## config.mk

```make
export PLATFORM = sky130hd
export DESIGN_NAME = pack_object_header_decoder_top_flat
export DESIGN_NICKNAME = d
export VERILOG_FILES = /design/src/rtl/pohd_pkg.sv /design/src/rtl/pohd_req_if.sv /design/src/rtl/pohd_rsp_if.sv /design/src/rtl/pohd_in_stage.sv /design/src/rtl/pohd_core.sv /design/src/rtl/pohd_out_stage.sv /design/src/rtl/pack_object_header_decoder_top.sv /design/src/flat_wrapper.sv
export VERILOG_INCLUDE_DIRS = /design/src /design/src/rtl
export SDC_FILE = /design/constraint.sdc
export NUM_CORES = 1
export LEC_CHECK = 0
export BUFFER_PORTS_ARGS = -buffer_cell sky130_fd_sc_hd__clkbuf_2
export CAP_MARGIN = 20
export CORE_MARGIN = 2
export CORE_UTILIZATION = 48
export DETAILED_ROUTE_END_ITERATION = 8
export HOLD_SLACK_MARGIN = 0.06
export PLACE_DENSITY = 0.67
export SLEW_MARGIN = 20
export SYNTH_ARGS = -nofsm -noshare
export SYNTH_HDL_FRONTEND = slang
export SYNTH_HIERARCHICAL = 1
export SYNTH_SLANG_ARGS = --single-unit
export TNS_END_PERCENT = 1
```

## constraint.sdc

```tcl
create_clock -name clock -period 9.8 [get_ports clock]
set_clock_uncertainty 0.2 [all_clocks]
set_input_delay 0.98 -clock clock [delete_from_list [all_inputs] [get_ports clock]]
set_output_delay 0.98 -clock clock [all_outputs]
set_load 0.01 [all_outputs]
```

## src/rtl/pack_object_header_decoder_top_defines.svh

```systemverilog
// Assertion macros for the packed-object header decoder.
`ifndef PACK_OBJECT_HEADER_DECODER_TOP_DEFINES_SVH
`define PACK_OBJECT_HEADER_DECODER_TOP_DEFINES_SVH

// Check that a condition implies a consequence in the same cycle.
`define POHD_ASSERT_NOW(label, clk, rst, cond, cons) \
   label: assert property (@(posedge clk) disable iff (rst) (cond) |-> (cons)) \
      else $error("pohd assertion failed");

// Check that a condition implies a consequence in the next cycle.
`define POHD_ASSERT_NEXT(label, clk, rst, cond, cons) \
   label: assert property (@(posedge clk) disable iff (rst) (cond) |=> (cons)) \
      else $error("pohd assertion failed");

`endif

```

## src/rtl/pohd_pkg.sv

```systemverilog
// Package: types and constants of the packed-object header decoder.
package pohd_pkg;

   localparam int HASH_BYTES         = 32;
   localparam int HASH_COUNT_WIDTH   = $clog2(HASH_BYTES);

   typedef logic [HASH_COUNT_WIDTH-1:0] hash_count_type;

   localparam hash_count_type HASH_LAST = hash_count_type'(HASH_BYTES - 1);

   localparam logic [63:0] DIST_LIMIT  = (64'hFFFF_FFFF_FFFF_FFFF >> 7) - 64'd1;
   localparam logic [6:0]  SIZE_SHIFT_INIT = 7'd4;
   localparam logic [6:0]  SIZE_SHIFT_STEP = 7'd7;
   localparam logic [6:0]  SIZE_SHIFT_STOP = 7'd64;

   localparam logic [2:0] TYPE_OFS_DELTA = 3'd6;
   localparam logic [2:0] TYPE_REF_DELTA = 3'd7;

   localparam logic KIND_HEADER = 1'b0;
   localparam logic KIND_HASH   = 1'b1;

   localparam logic [1:0] ERR_NONE     = 2'd0;
   localparam logic [1:0] ERR_OVERFLOW = 2'd1;
   localparam logic [1:0] ERR_DISTANCE = 2'd2;

   typedef enum logic [1:0] {
      PHASE_IDLE,
      PHASE_SIZE,
      PHASE_DIST,
      PHASE_HASH
   } phase_type;

   typedef struct packed {
      logic [7:0]  data_byte;
      logic        start_req;
      logic [63:0] object_offset;
   } item_type;

   typedef struct packed {
      logic        kind;
      logic [2:0]  object_type;
      logic [63:0] object_size;
      logic        delta_flag;
      logic [63:0] delta_base;
      logic [1:0]  error;
      logic [7:0]  hash_byte;
      logic        last;
   } result_type;

endpackage

```

## src/rtl/pohd_req_if.sv

```systemverilog
// Interface: input byte channel of the packed-object header decoder.
interface pohd_req_if;
   logic        valid;
   logic        ready;
   logic [7:0]  data_byte;
   logic        start_req;
   logic [63:0] object_offset;

   modport source (output valid, output data_byte, output start_req, output object_offset,
                   input ready);
   modport sink   (input valid, input data_byte, input start_req, input object_offset,
                   output ready);
endinterface

```

## src/rtl/pohd_rsp_if.sv

```systemverilog
// Interface: result channel of the packed-object header decoder.
interface pohd_rsp_if;
   logic        valid;
   logic        ready;
   logic        kind;
   logic [2:0]  object_type;
   logic [63:0] object_size;
   logic        delta_flag;
   logic [63:0] delta_base;
   logic [1:0]  error;
   logic [7:0]  hash_byte;
   logic        last;

   modport source (output valid, output kind, output object_type, output object_size,
                   output delta_flag, output delta_base, output error, output hash_byte,
                   output last, input ready);
   modport sink   (input valid, input kind, input object_type, input object_size,
                   input delta_flag, input delta_base, input error, input hash_byte,
                   input last, output ready);
endinterface

```

## src/rtl/pohd_in_stage.sv

```systemverilog
// Input register stage: capture one byte item from the request channel.
module pohd_in_stage (
   input  logic               clock,
   input  logic               reset,
   pohd_req_if.sink           req_chan,
   input  logic               advance,
   output logic               in_valid,
   output pohd_pkg::item_type in_item
);

   logic               valid_ff;
   logic               valid_in;
   pohd_pkg::item_type item_ff;
   logic               accept;

   assign req_chan.ready = !valid_ff || advance;
   assign accept         = req_chan.valid && req_chan.ready;

   always_comb begin
      valid_in = valid_ff;
      if (accept) begin
         valid_in = 1'b1;
      end else if (advance) begin
         valid_in = 1'b0;
      end
   end

   always_ff @(posedge clock) begin
      if (reset) begin
         valid_ff <= 1'b0;
      end else begin
         valid_ff <= valid_in;
      end
   end

   always_ff @(posedge clock) begin
      if (accept) begin
         item_ff.data_byte     <= req_chan.data_byte;
         item_ff.start_req     <= req_chan.start_req;
         item_ff.object_offset <= req_chan.object_offset;
      end
   end

   assign in_valid = valid_ff;
   assign in_item  = item_ff;

endmodule

```

## src/rtl/pohd_core.sv

```systemverilog
// Decode core: header state, size and distance varints, hash pass-through.
module pohd_core (
   input  logic                 clock,
   input  logic                 reset,
   input  logic                 in_valid,
   input  pohd_pkg::item_type   in_item,
   input  logic                 advance,
   output logic                 res_valid,
   output pohd_pkg::result_type res
);

   pohd_pkg::phase_type      phase_ff, phase_in;
   logic [2:0]               type_ff, type_in;
   logic [63:0]              size_ff, size_in;
   logic [6:0]               shift_ff, shift_in;
   logic [63:0]              dist_ff, dist_in;
   logic [63:0]              dist_p1_ff, dist_p1_in;
   logic                     dist_started_ff, dist_started_in;
   logic [63:0]              offset_ff, offset_in;
   pohd_pkg::hash_count_type hash_count_ff, hash_count_in;

   logic        fire;
   logic [6:0]  b7;
   logic        cont;
   logic        hdr_end;
   logic        dist_end;
   logic        dist_ovf;
   logic        hash_end;
   logic [63:0] dist_next;
   logic [64:0] diff;

   assign fire = in_valid && advance;
   assign b7   = in_item.data_byte[6:0];
   assign cont = in_item.data_byte[7];
   assign dist_next = {dist_p1_ff[56:0], b7};
   assign diff = {1'b0, offset_ff} - {1'b0, dist_in};
   assign hash_end = hash_count_ff >= pohd_pkg::HASH_LAST;

   // datapath update and events
   always_comb begin
      type_in         = type_ff;
      size_in         = size_ff;
      shift_in        = shift_ff;
      dist_in         = dist_ff;
      dist_p1_in      = dist_p1_ff;
      dist_started_in = dist_started_ff;
      offset_in       = offset_ff;
      hash_count_in   = hash_count_ff;
      hdr_end         = 1'b0;
      dist_end        = 1'b0;
      dist_ovf        = 1'b0;
      if (fire) begin
         if (in_item.start_req) begin
            offset_in       = in_item.object_offset;
            type_in         = in_item.data_byte[6:4];
            size_in         = {60'd0, in_item.data_byte[3:0]};
            shift_in        = pohd_pkg::SIZE_SHIFT_INIT;
            dist_in         = 64'd0;
            dist_p1_in      = 64'd1;
            dist_started_in = 1'b0;
            hash_count_in   = '0;
            hdr_end         = !cont;
         end else begin
            case (phase_ff)
               pohd_pkg::PHASE_SIZE: begin
                  if (shift_ff < pohd_pkg::SIZE_SHIFT_STOP) begin
                     size_in  = size_ff | ({57'd0, b7} << shift_ff[5:0]);
                     shift_in = shift_ff + pohd_pkg::SIZE_SHIFT_STEP;
                  end
                  hdr_end = !cont;
               end
               pohd_pkg::PHASE_DIST: begin
                  if (!dist_started_ff) begin
                     dist_in         = {57'd0, b7};
                     dist_p1_in      = {57'd0, b7} + 64'd1;
                     dist_started_in = 1'b1;
                     dist_end        = !cont;
                  end else if (dist_ff > pohd_pkg::DIST_LIMIT) begin
                     dist_ovf = 1'b1;
                  end else begin
                     dist_in    = dist_next;
                     dist_p1_in = dist_next + 64'd1;
                     dist_end   = !cont;
                  end
               end
               pohd_pkg::PHASE_HASH: begin
                  if (!hash_end) begin
                     hash_count_in = pohd_pkg::hash_count_type'(hash_count_ff + 1'b1);
                  end
               end
               default: begin
               end
            endcase
         end
         if (hdr_end && type_in == pohd_pkg::TYPE_OFS_DELTA) begin
            dist_in         = 64'd0;
            dist_p1_in      = 64'd1;
            dist_started_in = 1'b0;
         end
         if (hdr_end && type_in == pohd_pkg::TYPE_REF_DELTA) begin
            hash_count_in = '0;
         end
      end
   end

   // next phase
   always_comb begin
      phase_in = phase_ff;
      if (fire) begin
         if (in_item.start_req) begin
            phase_in = cont ? pohd_pkg::PHASE_SIZE : pohd_pkg::PHASE_IDLE;
         end else if (phase_ff == pohd_pkg::PHASE_HASH && hash_end) begin
            phase_in = pohd_pkg::PHASE_IDLE;
         end
         if (dist_end || dist_ovf) begin
            phase_in = pohd_pkg::PHASE_IDLE;
         end
         if (hdr_end) begin
            case (type_in)
               pohd_pkg::TYPE_OFS_DELTA: phase_in = pohd_pkg::PHASE_DIST;
               pohd_pkg::TYPE_REF_DELTA: phase_in = pohd_pkg::PHASE_HASH;
               default:                  phase_in = pohd_pkg::PHASE_IDLE;
            endcase
         end
      end
   end

   // result
   always_comb begin
      res_valid       = 1'b0;
      res.kind        = pohd_pkg::KIND_HEADER;
      res.object_type = type_in;
      res.object_size = size_in;
      res.delta_flag  = type_in == pohd_pkg::TYPE_OFS_DELTA ||
                        type_in == pohd_pkg::TYPE_REF_DELTA;
      res.delta_base  = 64'd0;
      res.error       = pohd_pkg::ERR_NONE;
      res.hash_byte   = 8'd0;
      res.last        = 1'b1;
      if (hdr_end) begin
         res_valid = type_in != pohd_pkg::TYPE_OFS_DELTA;
         res.last  = type_in != pohd_pkg::TYPE_REF_DELTA;
      end
      if (dist_ovf) begin
         res_valid = 1'b1;
         res.error = pohd_pkg::ERR_OVERFLOW;
      end
      if (dist_end) begin
         res_valid = 1'b1;
         if (diff[64]) begin
            res.error = pohd_pkg::ERR_DISTANCE;
         end else begin
            res.delta_base = diff[63:0];
         end
      end
      if (fire && !in_item.start_req && phase_ff == pohd_pkg::PHASE_HASH) begin
         res_valid     = 1'b1;
         res.kind      = pohd_pkg::KIND_HASH;
         res.hash_byte = in_item.data_byte;
         res.last      = hash_end;
      end
   end

   always_ff @(posedge clock) begin
      if (reset) begin
         phase_ff        <= pohd_pkg::PHASE_IDLE;
         type_ff         <= 3'd0;
         size_ff         <= 64'd0;
         shift_ff        <= pohd_pkg::SIZE_SHIFT_INIT;
         dist_ff         <= 64'd0;
         dist_p1_ff      <= 64'd1;
         dist_started_ff <= 1'b0;
         offset_ff       <= 64'd0;
         hash_count_ff   <= '0;
      end else begin
         phase_ff        <= phase_in;
         type_ff         <= type_in;
         size_ff         <= size_in;
         shift_ff        <= shift_in;
         dist_ff         <= dist_in;
         dist_p1_ff      <= dist_p1_in;
         dist_started_ff <= dist_started_in;
         offset_ff       <= offset_in;
         hash_count_ff   <= hash_count_in;
      end
   end

endmodule

```

## src/rtl/pohd_out_stage.sv

```systemverilog
// Result register stage: hold one result item until the receiver takes it.
module pohd_out_stage (
   input  logic                 clock,
   input  logic                 reset,
   input  logic                 res_valid,
   input  pohd_pkg::result_type res,
   output logic                 advance,
   pohd_rsp_if.source           rsp_chan
);

   logic                 valid_ff;
   logic                 valid_in;
   pohd_pkg::result_type res_ff;

   assign advance = !valid_ff || rsp_chan.ready;

   always_comb begin
      valid_in = valid_ff;
      if (advance) begin
         valid_in = res_valid;
      end
   end

   always_ff @(posedge clock) begin
      if (reset) begin
         valid_ff <= 1'b0;
      end else begin
         valid_ff <= valid_in;
      end
   end

   always_ff @(posedge clock) begin
      if (advance && res_valid) begin
         res_ff <= res;
      end
   end

   assign rsp_chan.valid       = valid_ff;
   assign rsp_chan.kind        = res_ff.kind;
   assign rsp_chan.object_type = res_ff.object_type;
   assign rsp_chan.object_size = res_ff.object_size;
   assign rsp_chan.delta_flag  = res_ff.delta_flag;
   assign rsp_chan.delta_base  = res_ff.delta_base;
   assign rsp_chan.error       = res_ff.error;
   assign rsp_chan.hash_byte   = res_ff.hash_byte;
   assign rsp_chan.last        = res_ff.last;

endmodule

```

## src/rtl/pack_object_header_decoder_top.sv

```systemverilog
// Top level of the packed-object header decoder.
//
// req_chan takes one header byte per item. start_req marks the first byte of
// an object header and carries the object's pack offset in object_offset.
// rsp_chan gives at most one result item per byte: the decoded header (type,
// size, delta flag, base offset and error for offset deltas), then for a
// reference delta one item per base-hash byte, with last on the final one.
// A byte is taken into the input register, then decoded into the result
// register, from which its result leaves.
// Throughput: one byte per cycle unless stalled; the size and distance varints
// each update a running register per byte, so no byte waits on another.
// A start byte always begins a new header; an unfinished one yields nothing.
// Bytes without start_req while idle are dropped.
// Reset (synchronous, active high) empties both stages and returns to idle.
// When the receiver stalls, the result register holds its item; the input
// register still takes one byte, then ready drops until the result drains.
`include "pack_object_header_decoder_top_defines.svh"

module pack_object_header_decoder_top (
   input  logic       clock,
   input  logic       reset,
   pohd_req_if.sink   req_chan,
   pohd_rsp_if.source rsp_chan
);

   logic                 advance;
   logic                 in_valid;
   pohd_pkg::item_type   in_item;
   logic                 res_valid;
   pohd_pkg::result_type res;

   pohd_in_stage u_in_stage (
      .clock    (clock),
      .reset    (reset),
      .req_chan (req_chan),
      .advance  (advance),
      .in_valid (in_valid),
      .in_item  (in_item)
   );

   pohd_core u_core (
      .clock     (clock),
      .reset     (reset),
      .in_valid  (in_valid),
      .in_item   (in_item),
      .advance   (advance),
      .res_valid (res_valid),
      .res       (res)
   );

   pohd_out_stage u_out_stage (
      .clock     (clock),
      .reset     (reset),
      .res_valid (res_valid),
      .res       (res),
      .advance   (advance),
      .rsp_chan  (rsp_chan)
   );

   `POHD_ASSERT_NOW(a_hash_is_ref_delta, clock, reset,
      rsp_chan.valid && rsp_chan.kind == pohd_pkg::KIND_HASH,
      rsp_chan.object_type == pohd_pkg::TYPE_REF_DELTA && rsp_chan.delta_flag &&
      rsp_chan.error == pohd_pkg::ERR_NONE && rsp_chan.delta_base == 64'd0)

   `POHD_ASSERT_NOW(a_error_ends_header, clock, reset,
      rsp_chan.valid && rsp_chan.error != pohd_pkg::ERR_NONE,
      rsp_chan.last && rsp_chan.delta_base == 64'd0 &&
      rsp_chan.object_type == pohd_pkg::TYPE_OFS_DELTA)

   `POHD_ASSERT_NOW(a_open_header_is_ref, clock, reset,
      rsp_chan.valid && rsp_chan.kind == pohd_pkg::KIND_HEADER && !rsp_chan.last,
      rsp_chan.object_type == pohd_pkg::TYPE_REF_DELTA)

   `POHD_ASSERT_NEXT(a_stall_holds_byte, clock, reset,
      in_valid && !advance,
      in_valid && $stable(in_item))

endmodule

```

## src/flat_wrapper.sv

```systemverilog
// flat-port wrapper written by rule: the top's interface ports become plain ports
module pack_object_header_decoder_top_flat 
  (clock, reset, req_chan_valid, req_chan_data_byte, req_chan_start_req, req_chan_object_offset, req_chan_ready, rsp_chan_valid, rsp_chan_kind, rsp_chan_object_type, rsp_chan_object_size, rsp_chan_delta_flag, rsp_chan_delta_base, rsp_chan_error, rsp_chan_hash_byte, rsp_chan_last, rsp_chan_ready);
  pohd_req_if req_chan_i ();
  pohd_rsp_if rsp_chan_i ();
  input  logic clock;
  input  logic reset;
  input wire logic [$bits(req_chan_i.valid)-1:0] req_chan_valid;
  input wire logic [$bits(req_chan_i.data_byte)-1:0] req_chan_data_byte;
  input wire logic [$bits(req_chan_i.start_req)-1:0] req_chan_start_req;
  input wire logic [$bits(req_chan_i.object_offset)-1:0] req_chan_object_offset;
  output wire logic [$bits(req_chan_i.ready)-1:0] req_chan_ready;
  output wire logic [$bits(rsp_chan_i.valid)-1:0] rsp_chan_valid;
  output wire logic [$bits(rsp_chan_i.kind)-1:0] rsp_chan_kind;
  output wire logic [$bits(rsp_chan_i.object_type)-1:0] rsp_chan_object_type;
  output wire logic [$bits(rsp_chan_i.object_size)-1:0] rsp_chan_object_size;
  output wire logic [$bits(rsp_chan_i.delta_flag)-1:0] rsp_chan_delta_flag;
  output wire logic [$bits(rsp_chan_i.delta_base)-1:0] rsp_chan_delta_base;
  output wire logic [$bits(rsp_chan_i.error)-1:0] rsp_chan_error;
  output wire logic [$bits(rsp_chan_i.hash_byte)-1:0] rsp_chan_hash_byte;
  output wire logic [$bits(rsp_chan_i.last)-1:0] rsp_chan_last;
  input wire logic [$bits(rsp_chan_i.ready)-1:0] rsp_chan_ready;
  assign req_chan_i.valid = req_chan_valid;
  assign req_chan_i.data_byte = req_chan_data_byte;
  assign req_chan_i.start_req = req_chan_start_req;
  assign req_chan_i.object_offset = req_chan_object_offset;
  assign req_chan_ready = req_chan_i.ready;
  assign rsp_chan_valid = rsp_chan_i.valid;
  assign rsp_chan_kind = rsp_chan_i.kind;
  assign rsp_chan_object_type = rsp_chan_i.object_type;
  assign rsp_chan_object_size = rsp_chan_i.object_size;
  assign rsp_chan_delta_flag = rsp_chan_i.delta_flag;
  assign rsp_chan_delta_base = rsp_chan_i.delta_base;
  assign rsp_chan_error = rsp_chan_i.error;
  assign rsp_chan_hash_byte = rsp_chan_i.hash_byte;
  assign rsp_chan_last = rsp_chan_i.last;
  assign rsp_chan_i.ready = rsp_chan_ready;
  pack_object_header_decoder_top u_core (.clock(clock), .reset(reset), .req_chan(req_chan_i), .rsp_chan(rsp_chan_i));
endmodule
```

==> results.py, run 1 <==
metrics = {
    "critical_path": {
        "crit_path_max_fanout": 24,
        "crit_path_max_incr_delay_ns": 0.85,
        "cp_slowest_cell": "or4_1",
        "r2r-end": "u_core/u_out_stage/rsp_chan.delta_base[50]",
        "reg2reg_from": "u_core/u_core/dist_ff[54]",
        "worstPathArrival_ns": 8.84,
        "required_ns": 9.96,
        "reg2reg_depth": 29,
        "cp_common_cell": "nand2_1",
        "path_class": "register to register",
        "end_kind": "register",
        "cp-start-kind": "register",
        "ff2ff_setup_slack_ns": 1.12,
    },
    "timing": {
        "final.min_clock_period_ns": 8.68,
        "fmax_ghz": 0.115,
        "worst_pin_slew_ns": 1.11,
        "hold_violations": 0,
        "finalCritPeriodShare_pct": 88.6,
        "setup_tns_ns": 0,
        "finalMaxSlewViolations": 0,
        "setup_viol": 0,
        "setup_slack_ns": 1.12,
        "rsz0062_at_grt": "false",
        "holdWs_ns": 0.258,
        "slew_headroom_pct": 25.9,
    },
    "cts": {
        "insertion_delay_ns": 0.64,
        "ctsHoldBuffers": 0,
        "htreeDepth": 2,
        "numCtsBuffers": 53,
        "cts_tree": "done",
        "clockBufferDepth": 3,
        "path_clk_slew_ns": 0.06,
        "post_cts_buffers": 0,
        "clockRootBuffer": "clkbuf_16",
        "post_cts_resized": 0,
        "clock-sinks": 486,
    },
    "route": {
        "routed_wl_um": 64500,
        "firstDrtPassIters": 7,
        "drt_iter0_drc": 1583,
        "wl_per_cell_um": 19.4,
        "antenna_left": 0,
        "via_per_inst": 5.65,
        "routed-via-count": 18700,
        "drc": 0,
    },
    "grt": {
        "grt_pass1_wl_um": 99400,
        "grt_max_degree": 104,
        "grt_pass1_vias": 17800,
        "globalRouteOverflowTotal": 0,
        "track_usage_pct": 24.8,
        "antenna_found_initial": 0,
    },
    "synth": {
        "yosys_warnings": 6,
        "async_reset_ff_share_pct": 0,
        "synth_area_leader_cell": "edfxtp_1",
        "mappedNetlistNets": 2561,
        "syn_avg_cell_area_sq_um": 9.69,
        "synth.cell_area_sq_mm": 0.0236,
        "synth_commonest_cells": "361 x nor2_1, 269 x dfxtp_1, 253 x nand2_1",
        "synth_top_area_share_pct": 27.6,
        "synth_ff_type": "dfxtp_1",
        "synth.most_common_cell": "nor2_1",
        "ys_top_cells_by_area": "edfxtp_1 28%, dfxtp_1 23%, nor2_1 5.7%, a21oi_1 4.8%, nand2_1 4.0%",
        "ys_seq_area_share_pct": 50.4,
        "synth.distinct_cells": 108,
        "synth_cells": 2439,
        "synth_seq_cells": 486,
        "synth_edf_count": 217,
    },
    "pwr": {
        "powerDensity_mw_per_mm2": 171,
        "irDropWorstVdd_mv": 0.132,
        "power_mw": 4.62,
        "total_leakage_power_nw": 10.2,
    },
    "layout": {
        "drive_gt1_share_pct": 17.7,
        "antenna-diode-count": 0,
        "final_core_util_pct": 55.3,
        "nFillCells": 4355,
        "area_delta_synth_final_pct": 14.1,
        "final_nets": 2730,
    },
    "place": {
        "place.gp.congestion": 0.915,
        "portBuffers": 222,
        "dp_slack_ns": 1.23,
        "dpl.hpwl_um": 45500,
    },
    "die": {
        "initial_utilization_pct": 48.5,
        "die_width_um": 226,
        "rows": 81,
        "dieArea_sq_mm": 0.0510,
        "coreArea_sq_mm": 0.0487,
        "ioPinCount": 223,
        "die_height_um": 226,
    },
    "min_path": {
        "hold_class": "register to register",
        "hold_end": "u_core/u_core/offset_ff[24]",
        "holdPathStages": 2,
        "worstHoldStart": "u_core/u_core/offset_ff[24]",
    },
    "run": {
        "drv_cap": 0,
    },
    "status": {
        "outcome": "complete, no violations",
    },
}
==> cells by family after synthesis <==
logic type | share of synthesized area (%)
AOI/OAI and AO/OA | 17.1
xor gates and xnor gates | 5.37
adders and majority gates | 3.59
buffers and inverters | 3.40
DFF | 50.4
muxes | 0.725
and+or+nand+nor | 19.5
==> worst max-delay path: cells and delay by family, from the launching register on <==
kind,cells,cell delay [ns]
flops,1,0.39
simple gates,12,3.00
fa+ha+maj,2,0.44
mux,1,0.15
compound gates,12,3.60
buf+inv,2,0.61
==> power by group <==
part | switching, mW | leakage, nW | internal (mW) | total, mW
Sequential | 0.0276 | 4.38 | 2.15 | 2.18
Combinational | 0.321 | 5.02 | 0.186 | 0.507
Clock | 0.861 | 0.824 | 1.07 | 1.94
Total | 1.21 | 10.2 | 3.41 | 4.62
==> registers in the layout (all words and copies together) (netlist names) <==
signal,count
u_core/u_out_stage/rsp_chan.object_type,3
u_core/u_out_stage/rsp_chan.error,2
u_core/u_core/shift_ff,7
u_core/u_out_stage/rsp_chan.last,1
u_core/u_out_stage/rsp_chan.hash_byte,8
u_core/u_core/type_ff,3
u_core/u_out_stage/rsp_chan.kind,1
u_core/u_core/dist_ff,64
u_core/u_core/phase_ff,2
u_core/u_in_stage/in_item,73
u_core/u_core/offset_ff,64
u_core/u_out_stage/rsp_chan.object_size,64
u_core/u_out_stage/rsp_chan.delta_base,64
u_core/u_core/dist_started_ff,1
u_core/u_out_stage/rsp_chan.delta_flag,1
u_core/u_core/dist_p1_ff,57
u_core/u_core/hash_count_ff,5
u_core/u_core/size_ff,64
u_core/u_out_stage/rsp_chan.valid,1
u_core/u_in_stage/in_valid,1
==> stage by stage <==
stage,cells,cell area [sq um]
final,3317,27000
after global routing,3317,27000
after global placement,3215,25200
after detailed placement,3215,25200
after floorplan,2439,23600
after CTS,3315,26900
==> area by class of cell <==
class                      count  area (sq um)  area share, %
clock buffer                  73          1480           5.50
multi-input combinational   1773         11000           40.6
sequential                   486         11900           44.2
timing repair buffer         251          1390           5.17
inverter                      43           161          0.599
clock inverter                27           230          0.854
tap                          664           831           3.08
==> per-layer routing <==
| layer | track usage (%) | wire length (um) | vias to the layer above |
|---|---|---|---|
| li1 | - | - | 9008 |
| met1 | 33.2 | 28300 | 8976 |
| met2 | 40.3 | 30000 | 652 |
| met3 | 4.81 | 4290 | 107 |
| met4 | 8.46 | 1900 | 0 |
| met5 | 0 | 0 | - |
==> cell usage in the layout (no fill, tap or decap), drive strengths merged, types with 6 or more instances in the layout <==
cell / instances
a22o: 26
mux2: 6
nand3: 46
and3: 25
dfxtp: 269
mux2i: 10
o21a: 8
xnor2: 101
nor2b: 24
or4: 8
o21bai: 11
ha: 44
o22ai: 16
nor2: 418
a22oi: 99
maj3: 27
nand2: 255
buf: 30
nand2b: 31
o31ai: 8
o211ai: 8
o21ai: 78
nor3: 30
a31oi: 19
clkbuf: 294
nand3b: 7
clkinv: 20
nor4: 8
a21o: 25
and2: 32
or2: 8
inv: 44
edfxtp: 217
clkinvlp: 6
a21oi: 230
nand4: 32
xor2: 44
a211oi: 14
a221oi: 9
==> worst max-delay path by stage <==
stage | cells after the start | startpoint | to
2_1_floorplan | 28 | rsp_chan_ready | u_core/u_out_stage/rsp_chan.delta_base[34]
3_3_place_gp | 29 | u_core/u_core/dist_ff[49] | u_core/u_out_stage/rsp_chan.delta_base[49]
3_5_place_dp | 29 | u_core/u_core/dist_ff[54] | u_core/u_out_stage/rsp_chan.delta_base[50]
4_1_cts | 29 | u_core/u_core/dist_ff[54] | u_core/u_out_stage/rsp_chan.delta_base[57]
5_1_grt | 29 | u_core/u_core/dist_ff[54] | u_core/u_out_stage/rsp_chan.delta_base[57]
6_report | 29 | u_core/u_core/dist_ff[54] | u_core/u_out_stage/rsp_chan.delta_base[50]
Note: power is estimated with default switching activity, not from simulation.
==> run 2: changes to the inputs <==
--- a/config.mk
+++ b/config.mk
@@ -10,6 +10,7 @@
 export CAP_MARGIN = 20
 export CORE_MARGIN = 2
 export CORE_UTILIZATION = 48
+export CTS_BUF_LIST = sky130_fd_sc_hd__clkbuf_4 sky130_fd_sc_hd__clkbuf_8
 export DETAILED_ROUTE_END_ITERATION = 8
 export HOLD_SLACK_MARGIN = 0.06
 export PLACE_DENSITY = 0.67
==> results.py, run 2 (synthesized netlist as in run 1, its figures left out) <==
metrics = {
    "critical_path": {
        "reg2reg_depth": 29,
        "r2r-end": "u_core/u_out_stage/rsp_chan.delta_base[57]",
        "end_kind": "register",
        "required_ns": 10.01,
        "cp_slowest_cell": "or4_1",
        "reg2reg_from": "u_core/u_core/dist_ff[54]",
        "path_class": "register to register",
        "cp-startpoint": "u_core/u_core/dist_ff[54]",
        "ff2ff_setup_slack_ns": 1.16,
        "worstPathArrival_ns": 8.85,
        "cp-start-kind": "register",
        "cp_common_cell": "nand2_1",
        "crit_path_max_incr_delay_ns": 0.85,
        "crit_path_max_fanout": 24,
        "endpoint": "u_core/u_out_stage/rsp_chan.delta_base[57]",
    },
    "route": {
        "firstDrtPassIters": 6,
        "drc": 0,
        "drt_iter0_drc": 1559,
        "routed-via-count": 18800,
        "wl_per_cell_um": 19.3,
        "routed_wl_um": 64900,
        "via_per_inst": 5.59,
        "antenna_left": 0,
    },
    "cts": {
        "cts_tree": "done",
        "clockRootBuffer": "clkbuf_8",
        "clock-sinks": 486,
        "post_cts_buffers": 0,
        "clockBufferDepth": 3,
        "ctsHoldBuffers": 0,
        "path_clk_slew_ns": 0.06,
        "post_cts_resized": 0,
        "numCtsBuffers": 81,
        "insertion_delay_ns": 0.70,
        "htreeDepth": 3,
    },
    "layout": {
        "largest_register_ffs": 73,
        "area_delta_synth_final_pct": 13.9,
        "layout_common_cells": "359 x nor2_1, 269 x dfxtp_1, 252 x nand2_1, 225 x a21oi_1, 221 x clkbuf_2",
        "drive_gt1_share_pct": 19.5,
        "final_nets": 2758,
        "antenna-diode-count": 0,
        "layout_commonest_cell": "nor2_1",
    },
    "place": {
        "dpl.hpwl_um": 45500,
        "portBuffers": 222,
        "place.gp.congestion": 0.915,
    },
    "pwr": {
        "switching_share_pct": 26.4,
        "power_frac_clock_pct": 41.0,
        "internal_power_mw": 3.35,
        "powerDensity_mw_per_mm2": 169,
        "irDropWorstVdd_mv": 0.102,
        "power_mw": 4.55,
        "pwr-share-seq_pct": 47.8,
        "share_comb_of_total_power_pct": 11.1,
        "switching_power_mw": 1.20,
        "total_leakage_power_nw": 10.3,
    },
    "timing": {
        "setup_viol": 0,
        "finalMaxSlewViolations": 0,
        "fmax_ghz": 0.116,
        "setup_tns_ns": 0,
        "slew_headroom_pct": 24.9,
        "rsz0062_at_grt": "false",
        "hold_violations": 0,
        "finalCritPeriodShare_pct": 88.2,
        "worst_pin_slew_ns": 1.13,
        "final.min_clock_period_ns": 8.64,
    },
    "die": {
        "initial_utilization_pct": 48.5,
        "ioPinCount": 223,
        "die_height_um": 226,
        "coreArea_sq_mm": 0.0487,
        "die_width_um": 226,
        "rows": 81,
        "dieArea_sq_mm": 0.0510,
    },
    "grt": {
        "track_usage_pct": 25.1,
        "grt_pass1_vias": 18100,
        "grt_pass1_wl_um": 100000,
        "antenna_found_initial": 1,
        "grt_max_degree": 104,
        "globalRouteOverflowTotal": 0,
    },
    "run": {
        "drv_cap": 0,
    },
    "min_path": {
        "hold_class": "register to register",
    },
    "status": {
        "outcome": "complete, no violations",
    },
}
run 2: worst min path at each step:
stage | from | endpoint | slack (ns) | cells past startpoint
after CTS | req_chan_data_byte[6] | u_core/u_in_stage/in_item[71] | 0.22 | 1
after floorplan | u_core/u_core/offset_ff[0] | u_core/u_core/offset_ff[0] | 0.24 | 2
after detailed placement | u_core/u_core/offset_ff[24] | u_core/u_core/offset_ff[24] | 0.25 | 2
final | u_core/u_core/offset_ff[24] | u_core/u_core/offset_ff[24] | 0.26 | 2
after global placement | u_core/u_core/size_ff[57] | u_core/u_core/size_ff[57] | 0.25 | 2
after global routing | req_chan_data_byte[1] | u_core/u_in_stage/in_item[66] | 0.23 | 1
run 2: critical path: cells and delay by family (launching register included):
family / cells / cell delay, ns
AO/OA/AOI/OAI: 12 / 3.52
flip-flops: 1 / 0.39
AND/OR/NAND/NOR: 12 / 3.00
multiplexers: 1 / 0.15
buffers and inverters: 2 / 0.62
adder cells (fa/ha/maj): 2 / 0.43
run 2: power groups by stage:
| stage | Sequential (mW) | Combinational (mW) | Clock [mW] |
|---|---|---|---|
| 6_report | 2.18 | 0.506 | 1.87 |
| 5_1_grt | 2.18 | 0.547 | 2.00 |
| 4_1_cts | 2.18 | 0.502 | 1.91 |
| 3_5_place_dp | 2.22 | 0.498 | 0 |
| 3_3_place_gp | 2.22 | 0.495 | 0 |
| 2_1_floorplan | 2.21 | 0.372 | 0 |
run 2: area by class of cell:
cell class	instances	area [sq um]
Clock buffer	120	1450
Clock inverter	29	224
Fill cell	4382	21800
Inverter	43	161
Multi-Input combinational cell	1773	11000
Sequential cell	486	11900
Tap cell	664	831
Timing Repair Buffer	251	1390
run 2: routing by layer:
metal	part of all wire [%]	vias up	GRT usage, %
met1	44	8939	33.4
met4	3.2	0	10.3
li1	-	9083	-
met2	46	674	40.2
met3	6.9	123	4.76
met5	0	-	0
run 2: per-stage QoR:
stage / instance area (sq um) / utilization, % / setup WS, ns / std cells / hold WS (ns)
after floorplan: 23600 / - / 2.83 / 2439 / 0.236
after global placement: 25200 / 51.7 / 1.42 / 3215 / 0.246
after detailed placement: 25200 / 51.7 / 1.23 / 3215 / 0.251
after CTS: 26900 / 55.1 / 1.19 / 3364 / 0.217
after global routing: 26900 / 55.2 / 0.855 / 3366 / 0.230
final: 26900 / 55.2 / 1.16 / 3366 / 0.255
